==> config.mk <==
export PLATFORM = sky130hd
export DESIGN_NAME = checked_base32_encoder
export DESIGN_NICKNAME = d
export VERILOG_FILES = /design/src/cb32_pkg.sv /design/src/cb32_cfg.sv /design/src/cb32_core.sv /design/src/cb32_emit.sv /design/src/checked_base32_encoder.sv
export SDC_FILE = /design/constraint.sdc
export NUM_CORES = 1
export LEC_CHECK = 0
export BUFFER_PORTS_ARGS = -buffer_cell sky130_fd_sc_hd__buf_2
export CAP_MARGIN = 30
export CORE_ASPECT_RATIO = 0.7
export CORE_MARGIN = 3
export CORE_UTILIZATION = 55
export DETAILED_ROUTE_END_ITERATION = 16
export PLACE_DENSITY_LB_ADDON = 0.25
export SYNTH_ARGS = -nofsm -noshare
export SYNTH_HDL_FRONTEND = slang
export SYNTH_HIERARCHICAL = 1
export SYNTH_SLANG_ARGS = --single-unit
==> constraint.sdc <==
create_clock -name clk -period 6.5 [get_ports clk]
set_input_delay 0.65 -clock clk [delete_from_list [all_inputs] [get_ports clk]]
set_output_delay 0.65 -clock clk [all_outputs]
set_load 0.05 [all_outputs]
==> src/cb32_pkg.sv <==
// ----------------------------------------------------------------------------
// cb32_pkg: shared types and functions of the checked Base32 encoder
// Beat types of both channels, the symbol group passed between the encode
// and emit stages, CRC-16 step, divide-by-five and Base32 alphabet mapping.
// ----------------------------------------------------------------------------
`default_nettype none

package cb32_pkg;

    localparam int unsigned CFG_ADDR_W = 3;
    localparam int unsigned MAX_SYMS   = 8;
    localparam int unsigned SYM_W      = 5;
    localparam int unsigned SYM_IDX_W  = $clog2(MAX_SYMS);
    localparam int unsigned SYM_CNT_W  = $clog2(MAX_SYMS + 1);

    // Register index decoded from paddr[CFG_ADDR_W-1].
    localparam logic REG_VERSION = 1'b0;

    localparam logic [15:0] CRC_POLY = 16'h1021;
    localparam logic [15:0] CRC_INIT = 16'h0000;

    localparam logic [6:0] ASCII_A   = 7'd65;
    localparam logic [6:0] ASCII_TWO = 7'd50;
    localparam logic [4:0] DIGIT_SYM = 5'd26;

    typedef struct packed {
        logic [7:0] data_byte;
        logic       last_byte;
    } in_item_t;

    typedef struct packed {
        logic [6:0] out_char;
        logic       last_char;
    } out_item_t;

    // Symbols of one input beat, in output order from index 0.
    typedef struct packed {
        logic [MAX_SYMS-1:0][SYM_W-1:0] syms;
        logic [SYM_CNT_W-1:0]           count;
        logic                           frame_end;
    } sym_group_t;

    // One byte through the CRC-16, MSB first, no reflection.
    function automatic logic [15:0] crc_byte(input logic [15:0] crc, input logic [7:0] b);
        logic [15:0] c;
        c = crc ^ {b, 8'h00};
        for (int i = 0; i < 8; i++) begin
            c = c[15] ? ({c[14:0], 1'b0} ^ CRC_POLY) : {c[14:0], 1'b0};
        end
        return c;
    endfunction

    // Quotient by five through a reciprocal multiply; exact for 0..39.
    function automatic logic [2:0] div5(input logic [5:0] t);
        logic [11:0] p;
        p = {6'b0, t} * 12'd13;
        return p[8:6];
    endfunction

    function automatic logic [6:0] sym_to_ascii(input logic [4:0] sym);
        logic [6:0] ch;
        if (sym < DIGIT_SYM) begin
            ch = ASCII_A + {2'b00, sym};
        end
        else begin
            ch = ASCII_TWO + {2'b00, sym - DIGIT_SYM};
        end
        return ch;
    endfunction

endpackage

`default_nettype wire

==> src/cb32_cfg.sv <==
// ----------------------------------------------------------------------------
// cb32_cfg: configuration register file
// APB-style slave holding the version byte placed at the head of each frame.
// ----------------------------------------------------------------------------
`default_nettype none

module cb32_cfg (
    input  wire logic                            clk,
    input  wire logic                            rst_n,
    input  wire logic                            psel,
    input  wire logic                            penable,
    input  wire logic                            pwrite,
    input  wire logic [cb32_pkg::CFG_ADDR_W-1:0] paddr,
    input  wire logic [31:0]                     pwdata,
    output logic      [31:0]                     prdata,
    output logic                                 pready,
    output logic      [7:0]                      version
);

    logic [7:0] version_reg;
    logic       wr_en;
    logic       reg_idx;

    assign pready  = 1'b1;
    assign reg_idx = paddr[cb32_pkg::CFG_ADDR_W-1];
    assign wr_en   = psel && penable && pwrite && pready;
    assign version = version_reg;

    always_ff @(posedge clk or negedge rst_n) begin
        if (!rst_n) begin
            version_reg <= 8'h00;
        end
        else if (wr_en && (reg_idx == cb32_pkg::REG_VERSION)) begin
            version_reg <= pwdata[7:0];
        end
    end

    always_comb begin
        unique case (reg_idx)
            cb32_pkg::REG_VERSION: prdata = {24'h0, version_reg};
            default:               prdata = 32'h0;
        endcase
    end

endmodule

`default_nettype wire

==> src/cb32_core.sv <==
// ----------------------------------------------------------------------------
// cb32_core: input register, frame state and symbol slicing
// Registers one input beat, then in a single pass works out the CRC, the
// byte string of the beat, and its 5-bit Base32 symbols including the
// zero-filled flush symbol at the frame end.
// ----------------------------------------------------------------------------
`default_nettype none

module cb32_core (
    input  wire logic                 clk,
    input  wire logic                 rst_n,
    input  wire logic                 in_valid,
    output logic                      in_stall,
    input  wire cb32_pkg::in_item_t   in_item,
    input  wire logic [7:0]           version,
    output logic                      grp_valid,
    input  wire logic                 grp_stall,
    output cb32_pkg::sym_group_t      grp
);

    logic                in_valid_reg;
    cb32_pkg::in_item_t  in_item_reg;

    logic [15:0] crc_reg,  crc_next;
    logic [3:0]  left_bits_reg, left_bits_next;
    logic [2:0]  left_cnt_reg,  left_cnt_next;
    logic        started_reg, started_next;

    logic        open_frame;
    logic        last;
    logic        advance;
    logic [2:0]  cur_cnt;
    logic [3:0]  cur_bits;
    logic [15:0] crc_ver;
    logic [15:0] crc_data;
    logic [31:0] bytes_w;
    logic [2:0]  n_bytes;
    logic [5:0]  total_bits;
    logic [43:0] stream_wide;
    logic [43:0] stream_shift;
    logic [39:0] stream;
    logic [2:0]  n_full;
    logic [5:0]  rem_wide;
    logic [2:0]  rem;
    logic [4:0]  part_sym;

    assign in_stall  = in_valid_reg && grp_stall;
    assign grp_valid = in_valid_reg;
    assign advance   = in_valid_reg && !grp_stall;

    assign open_frame = !started_reg;
    assign last       = in_item_reg.last_byte;
    assign cur_cnt    = open_frame ? 3'd0 : left_cnt_reg;
    assign cur_bits   = open_frame ? 4'd0 : left_bits_reg;

    assign crc_ver  = open_frame ? cb32_pkg::crc_byte(cb32_pkg::CRC_INIT, version) : crc_reg;
    assign crc_data = cb32_pkg::crc_byte(crc_ver, in_item_reg.data_byte);

    // Bytes of this beat left aligned; the CRC goes out low byte first.
    always_comb begin
        case ({open_frame, last})
            2'b11:   bytes_w = {version, in_item_reg.data_byte, crc_data[7:0], crc_data[15:8]};
            2'b10:   bytes_w = {version, in_item_reg.data_byte, 16'h0000};
            2'b01:   bytes_w = {in_item_reg.data_byte, crc_data[7:0], crc_data[15:8], 8'h00};
            default: bytes_w = {in_item_reg.data_byte, 24'h000000};
        endcase
    end

    assign n_bytes    = 3'd1 + {2'b00, open_frame} + {1'b0, last, 1'b0};
    assign total_bits = {3'b000, cur_cnt} + {n_bytes, 3'b000};

    // Leftover bits sit right aligned in a 4-bit field above the bytes; the
    // shift drops its unused upper zeros so the stream starts at bit 39.
    assign stream_wide  = {cur_bits, bytes_w, 8'h00};
    assign stream_shift = stream_wide << (3'd4 - cur_cnt);
    assign stream       = stream_shift[43:4];

    assign n_full   = cb32_pkg::div5(total_bits);
    assign rem_wide = total_bits - ({1'b0, n_full, 2'b00} + {3'b000, n_full});
    assign rem      = rem_wide[2:0];

    always_comb begin
        for (int k = 0; k < cb32_pkg::MAX_SYMS; k++) begin
            grp.syms[k] = stream[39 - 5*k -: 5];
        end
        grp.frame_end = last;
        if (last && (rem != 3'd0)) begin
            grp.count = {1'b0, n_full} + 4'd1;
        end
        else begin
            grp.count = {1'b0, n_full};
        end
    end

    // The partial symbol holds the leftover bits zero filled on the right.
    assign part_sym = stream[39 - 5*n_full -: 5];

    always_comb begin
        crc_next       = crc_reg;
        left_bits_next = left_bits_reg;
        left_cnt_next  = left_cnt_reg;
        started_next   = started_reg;
        if (advance) begin
            if (last) begin
                crc_next       = cb32_pkg::CRC_INIT;
                left_bits_next = 4'd0;
                left_cnt_next  = 3'd0;
                started_next   = 1'b0;
            end
            else begin
                crc_next       = crc_data;
                left_bits_next = part_sym[4:1] >> (3'd4 - rem);
                left_cnt_next  = rem;
                started_next   = 1'b1;
            end
        end
    end

    always_ff @(posedge clk or negedge rst_n) begin
        if (!rst_n) begin
            in_valid_reg  <= 1'b0;
            crc_reg       <= cb32_pkg::CRC_INIT;
            left_bits_reg <= 4'd0;
            left_cnt_reg  <= 3'd0;
            started_reg   <= 1'b0;
        end
        else begin
            if (!in_stall) begin
                in_valid_reg <= in_valid;
            end
            crc_reg       <= crc_next;
            left_bits_reg <= left_bits_next;
            left_cnt_reg  <= left_cnt_next;
            started_reg   <= started_next;
        end
    end

    always_ff @(posedge clk) begin
        if (in_valid && !in_stall) begin
            in_item_reg <= in_item;
        end
    end

endmodule

`default_nettype wire

==> src/cb32_emit.sv <==
// ----------------------------------------------------------------------------
// cb32_emit: symbol group register and character output register
// Holds the symbols of one beat and hands them out one character a cycle
// while the output is not stalled, flagging the final character of a frame.
// ----------------------------------------------------------------------------
`default_nettype none

module cb32_emit (
    input  wire logic                   clk,
    input  wire logic                   rst_n,
    input  wire logic                   grp_valid,
    output logic                        grp_stall,
    input  wire cb32_pkg::sym_group_t   grp,
    output logic                        out_valid,
    input  wire logic                   out_stall,
    output cb32_pkg::out_item_t         out_item
);

    logic                              grp_valid_reg;
    cb32_pkg::sym_group_t              grp_reg;
    logic [cb32_pkg::SYM_IDX_W-1:0]    idx_reg;
    logic                              out_valid_reg;
    cb32_pkg::out_item_t               out_item_reg;

    logic out_load;
    logic char_take;
    logic at_last_sym;
    logic grp_done;
    logic grp_load;

    assign out_load    = !out_valid_reg || !out_stall;
    assign char_take   = grp_valid_reg && out_load;
    assign at_last_sym = ({1'b0, idx_reg} == (grp_reg.count - 4'd1));
    assign grp_done    = char_take && at_last_sym;
    assign grp_stall   = grp_valid_reg && !grp_done;
    assign grp_load    = grp_valid && !grp_stall;

    assign out_valid = out_valid_reg;
    assign out_item  = out_item_reg;

    always_ff @(posedge clk or negedge rst_n) begin
        if (!rst_n) begin
            grp_valid_reg <= 1'b0;
            idx_reg       <= '0;
            out_valid_reg <= 1'b0;
        end
        else begin
            if (grp_load) begin
                grp_valid_reg <= 1'b1;
                idx_reg       <= '0;
            end
            else if (grp_done) begin
                grp_valid_reg <= 1'b0;
            end
            else if (char_take) begin
                idx_reg <= idx_reg + 1'b1;
            end
            if (out_load) begin
                out_valid_reg <= char_take;
            end
        end
    end

    always_ff @(posedge clk) begin
        if (grp_load) begin
            grp_reg <= grp;
        end
        if (char_take) begin
            out_item_reg.out_char  <= cb32_pkg::sym_to_ascii(grp_reg.syms[idx_reg]);
            out_item_reg.last_char <= grp_reg.frame_end && at_last_sym;
        end
    end

endmodule

`default_nettype wire

==> src/checked_base32_encoder.sv <==
// ----------------------------------------------------------------------------
// checked_base32_encoder: CRC-16 checked Base32 frame encoder
// Prefixes each frame with the version byte, appends the CRC-16/XMODEM of
// version and payload, and emits the frame as unpadded Base32 characters.
//
//   channel | direction | handshake           | beat
//   --------+-----------+---------------------+------------------------------
//   in      | to block  | in_valid / in_stall | data_byte, last_byte
//   out     | from block| out_valid/out_stall | out_char, last_char
//   cfg     | to block  | APB psel/penable    | version register at address 0
//
// One character leaves per cycle from a single output register while the output
// is not stalled. An input beat yields 1 to 2 characters inside a frame,
// 3 when it opens a frame, 5 to 7 when it closes one.
// An accepted beat reaches the output through the group and output registers.
// Reset clears the frame state and the version byte to zero.
// A stalled output holds its character; input is taken while a finished
// character still waits, as long as the symbol group register can be freed.
// ----------------------------------------------------------------------------
`default_nettype none

module checked_base32_encoder (
    input  wire logic                            clk,
    input  wire logic                            rst_n,
    input  wire logic                            in_valid,
    output logic                                 in_stall,
    input  wire cb32_pkg::in_item_t              in_item,
    output logic                                 out_valid,
    input  wire logic                            out_stall,
    output cb32_pkg::out_item_t                  out_item,
    input  wire logic                            psel,
    input  wire logic                            penable,
    input  wire logic                            pwrite,
    input  wire logic [cb32_pkg::CFG_ADDR_W-1:0] paddr,
    input  wire logic [31:0]                     pwdata,
    output logic      [31:0]                     prdata,
    output logic                                 pready
);

    logic                  grp_valid;
    logic                  grp_stall;
    cb32_pkg::sym_group_t  grp;
    logic [7:0]            version;

    cb32_cfg u_cfg (
        .clk     (clk),
        .rst_n   (rst_n),
        .psel    (psel),
        .penable (penable),
        .pwrite  (pwrite),
        .paddr   (paddr),
        .pwdata  (pwdata),
        .prdata  (prdata),
        .pready  (pready),
        .version (version)
    );

    cb32_core u_core (
        .clk       (clk),
        .rst_n     (rst_n),
        .in_valid  (in_valid),
        .in_stall  (in_stall),
        .in_item   (in_item),
        .version   (version),
        .grp_valid (grp_valid),
        .grp_stall (grp_stall),
        .grp       (grp)
    );

    cb32_emit u_emit (
        .clk       (clk),
        .rst_n     (rst_n),
        .grp_valid (grp_valid),
        .grp_stall (grp_stall),
        .grp       (grp),
        .out_valid (out_valid),
        .out_stall (out_stall),
        .out_item  (out_item)
    );

    // Every character is in the Base32 alphabet.
    a_char_legal: assert property (@(posedge clk) disable iff (!rst_n)
        out_valid |-> ((out_item.out_char >= 7'd65 && out_item.out_char <= 7'd90) ||
                       (out_item.out_char >= 7'd50 && out_item.out_char <= 7'd55)))
        else $error("output character outside the Base32 alphabet");

    // A beat inside a frame carries at most 16 bits of stream: 1 to 3 symbols.
    a_mid_count: assert property (@(posedge clk) disable iff (!rst_n)
        (grp_valid && !grp.frame_end) |-> (grp.count >= 4'd1 && grp.count <= 4'd3))
        else $error("symbol count of a mid-frame beat out of range");

    // A closing beat carries the CRC as well: 5 to 7 symbols; the check allows up to 8.
    a_end_count: assert property (@(posedge clk) disable iff (!rst_n)
        (grp_valid && grp.frame_end) |-> (grp.count >= 4'd5 && grp.count <= 4'd8))
        else $error("symbol count of a frame-end beat out of range");

    // A group is never overwritten while the output side holds it.
    a_grp_hold: assert property (@(posedge clk) disable iff (!rst_n)
        (grp_valid && grp_stall) |=> grp_valid)
        else $error("symbol group dropped while stalled");

endmodule

`default_nettype wire

==> impl_metrics.toml, run 1 <==
[clock_network]
cts_buffers = 9
htreeDepth = 3
root_buffer = "clkbuf_16"
holdBufCountCts = 0
clkSinkCount = 100
cts_tree = "yes"
cts_buffer_depth = 2
clock_latency_ns = 0.37
cts.repair.resized = 0
clkTransAtPathRegs_ns = 0.08
post_cts.repair.setup_buffers = 0

[grt]
globalRoute.totalOverflow = 0
grt_pass1_vias = 8000
grt_pass1_wl_mm = 47.98
antenna_found_initial = 0
grt_max_degree = 46
grtUsageTotal_pct = 33.55

[critical_path]
crit_chain = "nand2_1 > inv_1 > ha_1 > inv_1 > fa_1 > inv_1 > ha_1 > or2_2 > and2_1 > a221oi_1 > xnor2_1 > inv_1 > ha_1 > ha_1 > inv_1 > a21boi_1 > or3_1 > nor2_1 > nand3_1 > o311ai_0 > o21ai_0 > o41ai_2 > a32oi_1 > o211ai_1"
required_ns = 6.79
cp.arrival_ns = 6.40
crit_path_max_incr_delay_ns = 0.55
r2r_setup_slack_ns = 0.39
worstPathMaxFanout = 10
end_kind = "register"
slowest_stage = "dfrtp_1"
r2r_cells = 24
rr_endpoint = "u_core/left_bits_reg[1]"
cp_common_cell = "inv_1"
rr_startpoint = "u_core/started_reg"
path_class = "register to register"
setup.worst_path.start = "u_core/started_reg"
crit_path_start_kind = "register"

[timing]
finalSetupViolations = 0
rsz0062_at_grt = "no"
fin_crit_ns = 6.111
final_max_slew_viol_count = 0
period_share_pct = 94.02
hold_viol_final = 0
max_slew.worst_pin.slew_ns = 1.066
clock.fmax_mhz = 163.6
setup_tns_ns = 0
fin_skew_ns = 0.01443
maxSlewHeadroom_pct = 28.69

[synth]
synth-compound-area-share_pct = 22.44
synth_mux_area_share_pct = 10.07
syn_area_per_cell_um2 = 9.182
synth_edf_count = 62
syn_area_um2 = 9458
yosys_register_bits = 100
syn_inst = 1030
synth_xor_area_share_pct = 7.475
ys_seq_area_share_pct = 29.74
yosysUniqueCellTypes = 107
yosysWarnings = 6
ys.flop_type = "edfxtp_1"
synthSimpleGateAreaFrac_pct = 18.38
synth_top_family_by_area = "compound AO/OA/AOI/OAI gates"
async_flop_share_pct = 38.00
synth_fa_ha_area_share_pct = 4.604

[floorplanning]
die_h_um = 115.7
num_rows = 39
core_area_um2 = 16590
dieArea_um2 = 18830
pin_count = 94
start_util_pct = 57.01
die_w_um = 162.7

[placement]
routabilityCongestion = 1.062
portBuffers = 42
dp_hpwl_mm = 23.99

[cells_and_area]
diodes = 0
largest_reg_flops = 45
final_cell_mix = "91 x nand2_1, 82 x nor2_1, 62 x edfxtp_1, 50 x o21ai_0, 46 x a21oi_1"
drive_above_1_share_pct = 16.65
nNetsFinal = 1130
area_growth_pct = 7.144
mostFrequentLayoutCell = "nand2_1"

[drt]
drc_errors = 0
drt_wl_total_mm = 31.33
initialDrtViolationCount = 1396
avgRoutedWirePerCell_um = 24.55
ant_nets = 0
first_pass_iters = 7
via_per_inst = 6.826
num_vias = 8710

[run]
maxCapViolCount = 0

[min_path]
hp-class = "primary input to asynchronous set/reset pin"

[outcome]
status = "completed"
through the flow:
stage | instance area (µm²) | setup WS, ns | util, % | hold slack (ns) | std cells
CTS | 10080 | 0.2350 | 60.77 | 0.4397 | 1274
global route | 10130 | 0.03331 | 61.08 | 0.1437 | 1276
global placement | 9774 | 0.3861 | 58.91 | 0.4622 | 1257
detailed placement | 9782 | 0.2782 | 58.96 | 0.4735 | 1258
finish | 10130 | 0.3889 | 61.08 | 0.1299 | 1276
floorplan | 9559 | 0.007203 | - | 0.3544 | 1056
worst max-delay path, delay by kind of cell (launching register included):
family / cells / cell delay, ns
compound gates: 7 / 1.64
fa+ha+maj: 5 / 1.54
simple gates: 6 / 1.49
buf+inv: 5 / 0.60
flops: 1 / 0.55
xor+xnor: 1 / 0.21
cell type report:
type	count	area, µm²
clock inverter	7	75.07
fill	1457	6457
clock buffer	9	225.2
multi-input combinational	816	6098
tap	225	281.5
sequential	100	2813
timing repair buffer	73	467.9
inverter	46	172.7
worst max-delay path by stage:
stage / to / slack [ns]
after floorplan: u_core/left_bits_reg[0] / 0.007
after global placement: u_core/left_bits_reg[1] / 0.39
after detailed placement: u_core/left_bits_reg[1] / 0.28
after CTS: u_core/left_bits_reg[1] / 0.24
after global routing: u_core/left_bits_reg[1] / 0.03
final: u_core/left_bits_reg[1] / 0.39
synth_stat cells, types with 12 or more instances:
cell type	n	share of area (%)
a211oi_1	17	1.3
a21oi_1	46	2.4
a22o_1	14	1.3
and2_1	14	0.93
buf_1	12	0.48
buf_4	35	2.8
clkbuf_1	34	1.3
dfrtp_1	38	10
edfxtp_1	62	20
ha_1	30	4.0
inv_1	42	1.7
mux2_2	16	1.9
mux2i_1	33	3.5
mux4_2	12	2.9
nand2_1	91	3.6
nand2b_1	15	0.99
nand3_1	29	1.5
nor2_1	82	3.3
nor3_1	32	1.7
o211ai_1	17	1.3
o21ai_0	50	2.6
o22ai_1	12	0.79
or3_1	12	0.79
xnor2_1	18	1.7
layer usage:
layer / vias up / GRT usage (%) / wire [µm]
met5: - / 6.061 / 150
met4: 4 / 8.169 / 521
met3: 66 / 15.33 / 5283
met2: 668 / 42.91 / 11890
met1: 4100 / 50.23 / 13480
li1: 3872 / - / -
logic make-up after synthesis:
group | Yosys count
simple gates | 346
compound gates | 291
fa+ha+maj | 33
buf+inv | 140
mux | 69
xor+xnor | 48
flops | 100
other cells | 3
Power of run 1 is left out: the tool's default activity adds up to more than one toggle a clock period on the data nets, which glitch-free logic cannot reach.
==> run 2, diff against run 1 <==
--- a/config.mk
+++ b/config.mk
@@ -10,6 +10,7 @@
 export CORE_ASPECT_RATIO = 0.7
 export CORE_MARGIN = 3
 export CORE_UTILIZATION = 55
+export CTS_CLUSTER_DIAMETER = 80
 export DETAILED_ROUTE_END_ITERATION = 16
 export PLACE_DENSITY_LB_ADDON = 0.25
 export SYNTH_ARGS = -nofsm -noshare
==> constraint.sdc (replaced) <==
create_clock -name clk -period 5 [get_ports clk]
set_input_delay 0.5 -clock clk [delete_from_list [all_inputs] [get_ports clk]]
set_output_delay 0.5 -clock clk [all_outputs]
set_load 0.05 [all_outputs]
==> impl_metrics.toml, run 2 (synthesized netlist as in run 1, its figures left out) <==
[critical_path]
crit_path_start_kind = "register"
path_buf_inv = 5
r2r_cells = 23
end_kind = "register"
rr_endpoint = "u_core/left_bits_reg[2]"
crit_path_max_incr_delay_ns = 0.55
worstPathMaxFanout = 6
slowest_stage = "or4_4"
path_class = "register to register"
r2r_setup_slack_ns = 0.04
crit_chain = "nand2_2 > inv_2 > ha_4 > inv_1 > fa_1 > inv_1 > ha_1 > or2_4 > and2_4 > a221oi_4 > xnor2_2 > inv_2 > ha_4 > ha_4 > ha_4 > buf_4 > nand3_2 > a21oi_2 > or4_4 > a211o_1 > o31ai_4 > a32oi_1 > o21ai_1"
cp.arrival_ns = 5.26
rr_startpoint = "u_core/started_reg"
cp_top_family = "adder cells"
required_ns = 5.30
cp_common_cell = "ha_4"

[grt]
globalRoute.totalOverflow = 0
grt_util_met2_pct = 46.69
grt_pass1_vias = 8296
grt_max_degree = 46
antenna_found_initial = 0
busiest_layer = "met1"
grtUsageMet1_pct = 53.98
grtUsageTotal_pct = 35.26
grt_pass1_wl_mm = 50.16
grt_use_met3_pct = 14.15

[floorplanning]
num_rows = 39
dieArea_um2 = 18830
die_h_um = 115.7
die_w_um = 162.7
start_util_pct = 57.01
pin_count = 94
core_area_um2 = 16590

[drt]
ant_nets = 0
avgRoutedWirePerCell_um = 24.38
drt_wl_total_mm = 33.14
drc_errors = 0
initialDrtViolationCount = 1402
via_per_inst = 6.703
num_vias = 9109
first_pass_iters = 7

[cells_and_area]
drive_above_1_share_pct = 27.87
final_cell_mix = "108 x buf_4, 86 x nand2_1, 73 x nor2_1, 62 x edfxtp_1, 48 x o21ai_0"
nNetsFinal = 1213
largest_reg_flops = 45
diodes = 0
area_growth_pct = 17.74
mostFrequentLayoutCell = "buf_4"
final_area_um2 = 11140

[placement]
routabilityCongestion = 1.032
dp_hpwl_mm = 25.59
dp_worst_setup_slack_ns = -0.2464
portBuffers = 42
dpl_cell_area_um2 = 10450

[timing]
finalSetupViolations = 0
fin_crit_ns = 4.962
fin_skew_ns = 0.01312
period_share_pct = 99.24
final_max_slew_viol_count = 0
max_slew.worst_pin.slew_ns = 0.9342
maxSlewHeadroom_pct = 37.42
clock.fmax_mhz = 201.5
hold_viol_final = 0
rsz0062_at_grt = "yes"
layout_setup_ws_ns = 0.03777

[outcome]
status = "completed"

[clock_network]
cts_tree = "yes"
htreeDepth = 3
clkTransAtPathRegs_ns = 0.08
clock_latency_ns = 0.37
clkSinkCount = 100
cts_buffers = 9
root_buffer = "clkbuf_16"
cts_buffer_depth = 2

[min_path]
hold_depth = 1
min_to = "u_core/last"
hp-class = "primary input to register"
hold_start = "in_item[0]"

[run]
maxCapViolCount = 0
-- run 2: cell count changes in the layout (fill, tap and decap cells not counted), sizes merged --
cell | before | now
clkinv | 5 | 7
clkinvlp | 1 | 0
inv | 47 | 46
buf | 73 | 155
dlygate4sd3 | 0 | 1
-- run 2: final cells by class --
type	count	area, µm²
multi-input cells	816	6434
repair buffers	156	1114
fillers	1345	5455
clock inverters	7	91.34
clock buffers	9	225.2
flip-flops and latches	100	2814
inverters	46	176.4
well taps	225	281.5
-- run 2: timing repair --
action                                  CTS  global route
endpoints found under the setup margin    4             4
setup buffers                             3             8
hold endpoints to repair                  0             1
pin swaps                                 6            22
resized for setup                        13            44
hold buffers                              0             1
-- run 2: worst reg2reg max path: stages, from the launching register on --
cell and delay, ns:
dfrtp_2 0.47, nand2_2 0.09, inv_2 0.09, ha_4 0.13, inv_1 0.05, fa_1 0.49
inv_1 0.05, ha_1 0.28, or2_4 0.24, and2_4 0.15, a221oi_4 0.27, xnor2_2 0.16
inv_2 0.08, ha_4 0.17, ha_4 0.16, ha_4 0.21, buf_4 0.15, nand3_2 0.09
a21oi_2 0.06, or4_4 0.55, a211o_1 0.30, o31ai_4 0.39, a32oi_1 0.15, o21ai_1 0.09
-- run 2: per-stage QoR --
step           utilization (%)  hold slack (ns)  std cells  setup TNS [ns]
4_1_cts                  65.34           0.2799       1348               0
3_3_place_gp             63.00           0.4605       1329         -0.4045
2_1_floorplan                -           0.2044       1056          -1.928
6_report                 67.12           0.3018       1359               0
3_5_place_dp             63.00           0.4759       1329         -0.4917
5_1_grt                  67.12           0.2901       1359         -0.2731
-- run 2: worst max-delay path by stage --
stage                       startpoint  cells past startpoint  slack, ns                 endpoint
floorplan           u_core/started_reg                     29      -0.51  u_core/left_bits_reg[2]
global placement    u_core/started_reg                     24      -0.20  u_core/left_bits_reg[1]
detailed placement  u_core/started_reg                     24      -0.25  u_core/left_bits_reg[1]
CTS                 u_core/started_reg                     26      0.009  u_core/left_bits_reg[1]
global route        u_core/started_reg                     27      -0.12  u_core/left_bits_reg[0]
finish              u_core/started_reg                     23       0.04  u_core/left_bits_reg[2]
-- run 2: per-layer routing --
metal  up-vias  share of wire [%]  wire length (µm)
met4         0                1.5               508
met3        52                 15              5001
met5         -                  0                 0
met2       647                 39             12950
li1       4029                  -                 -
met1      4381                 44             14680
Power of run 2 is left out for the same reason.
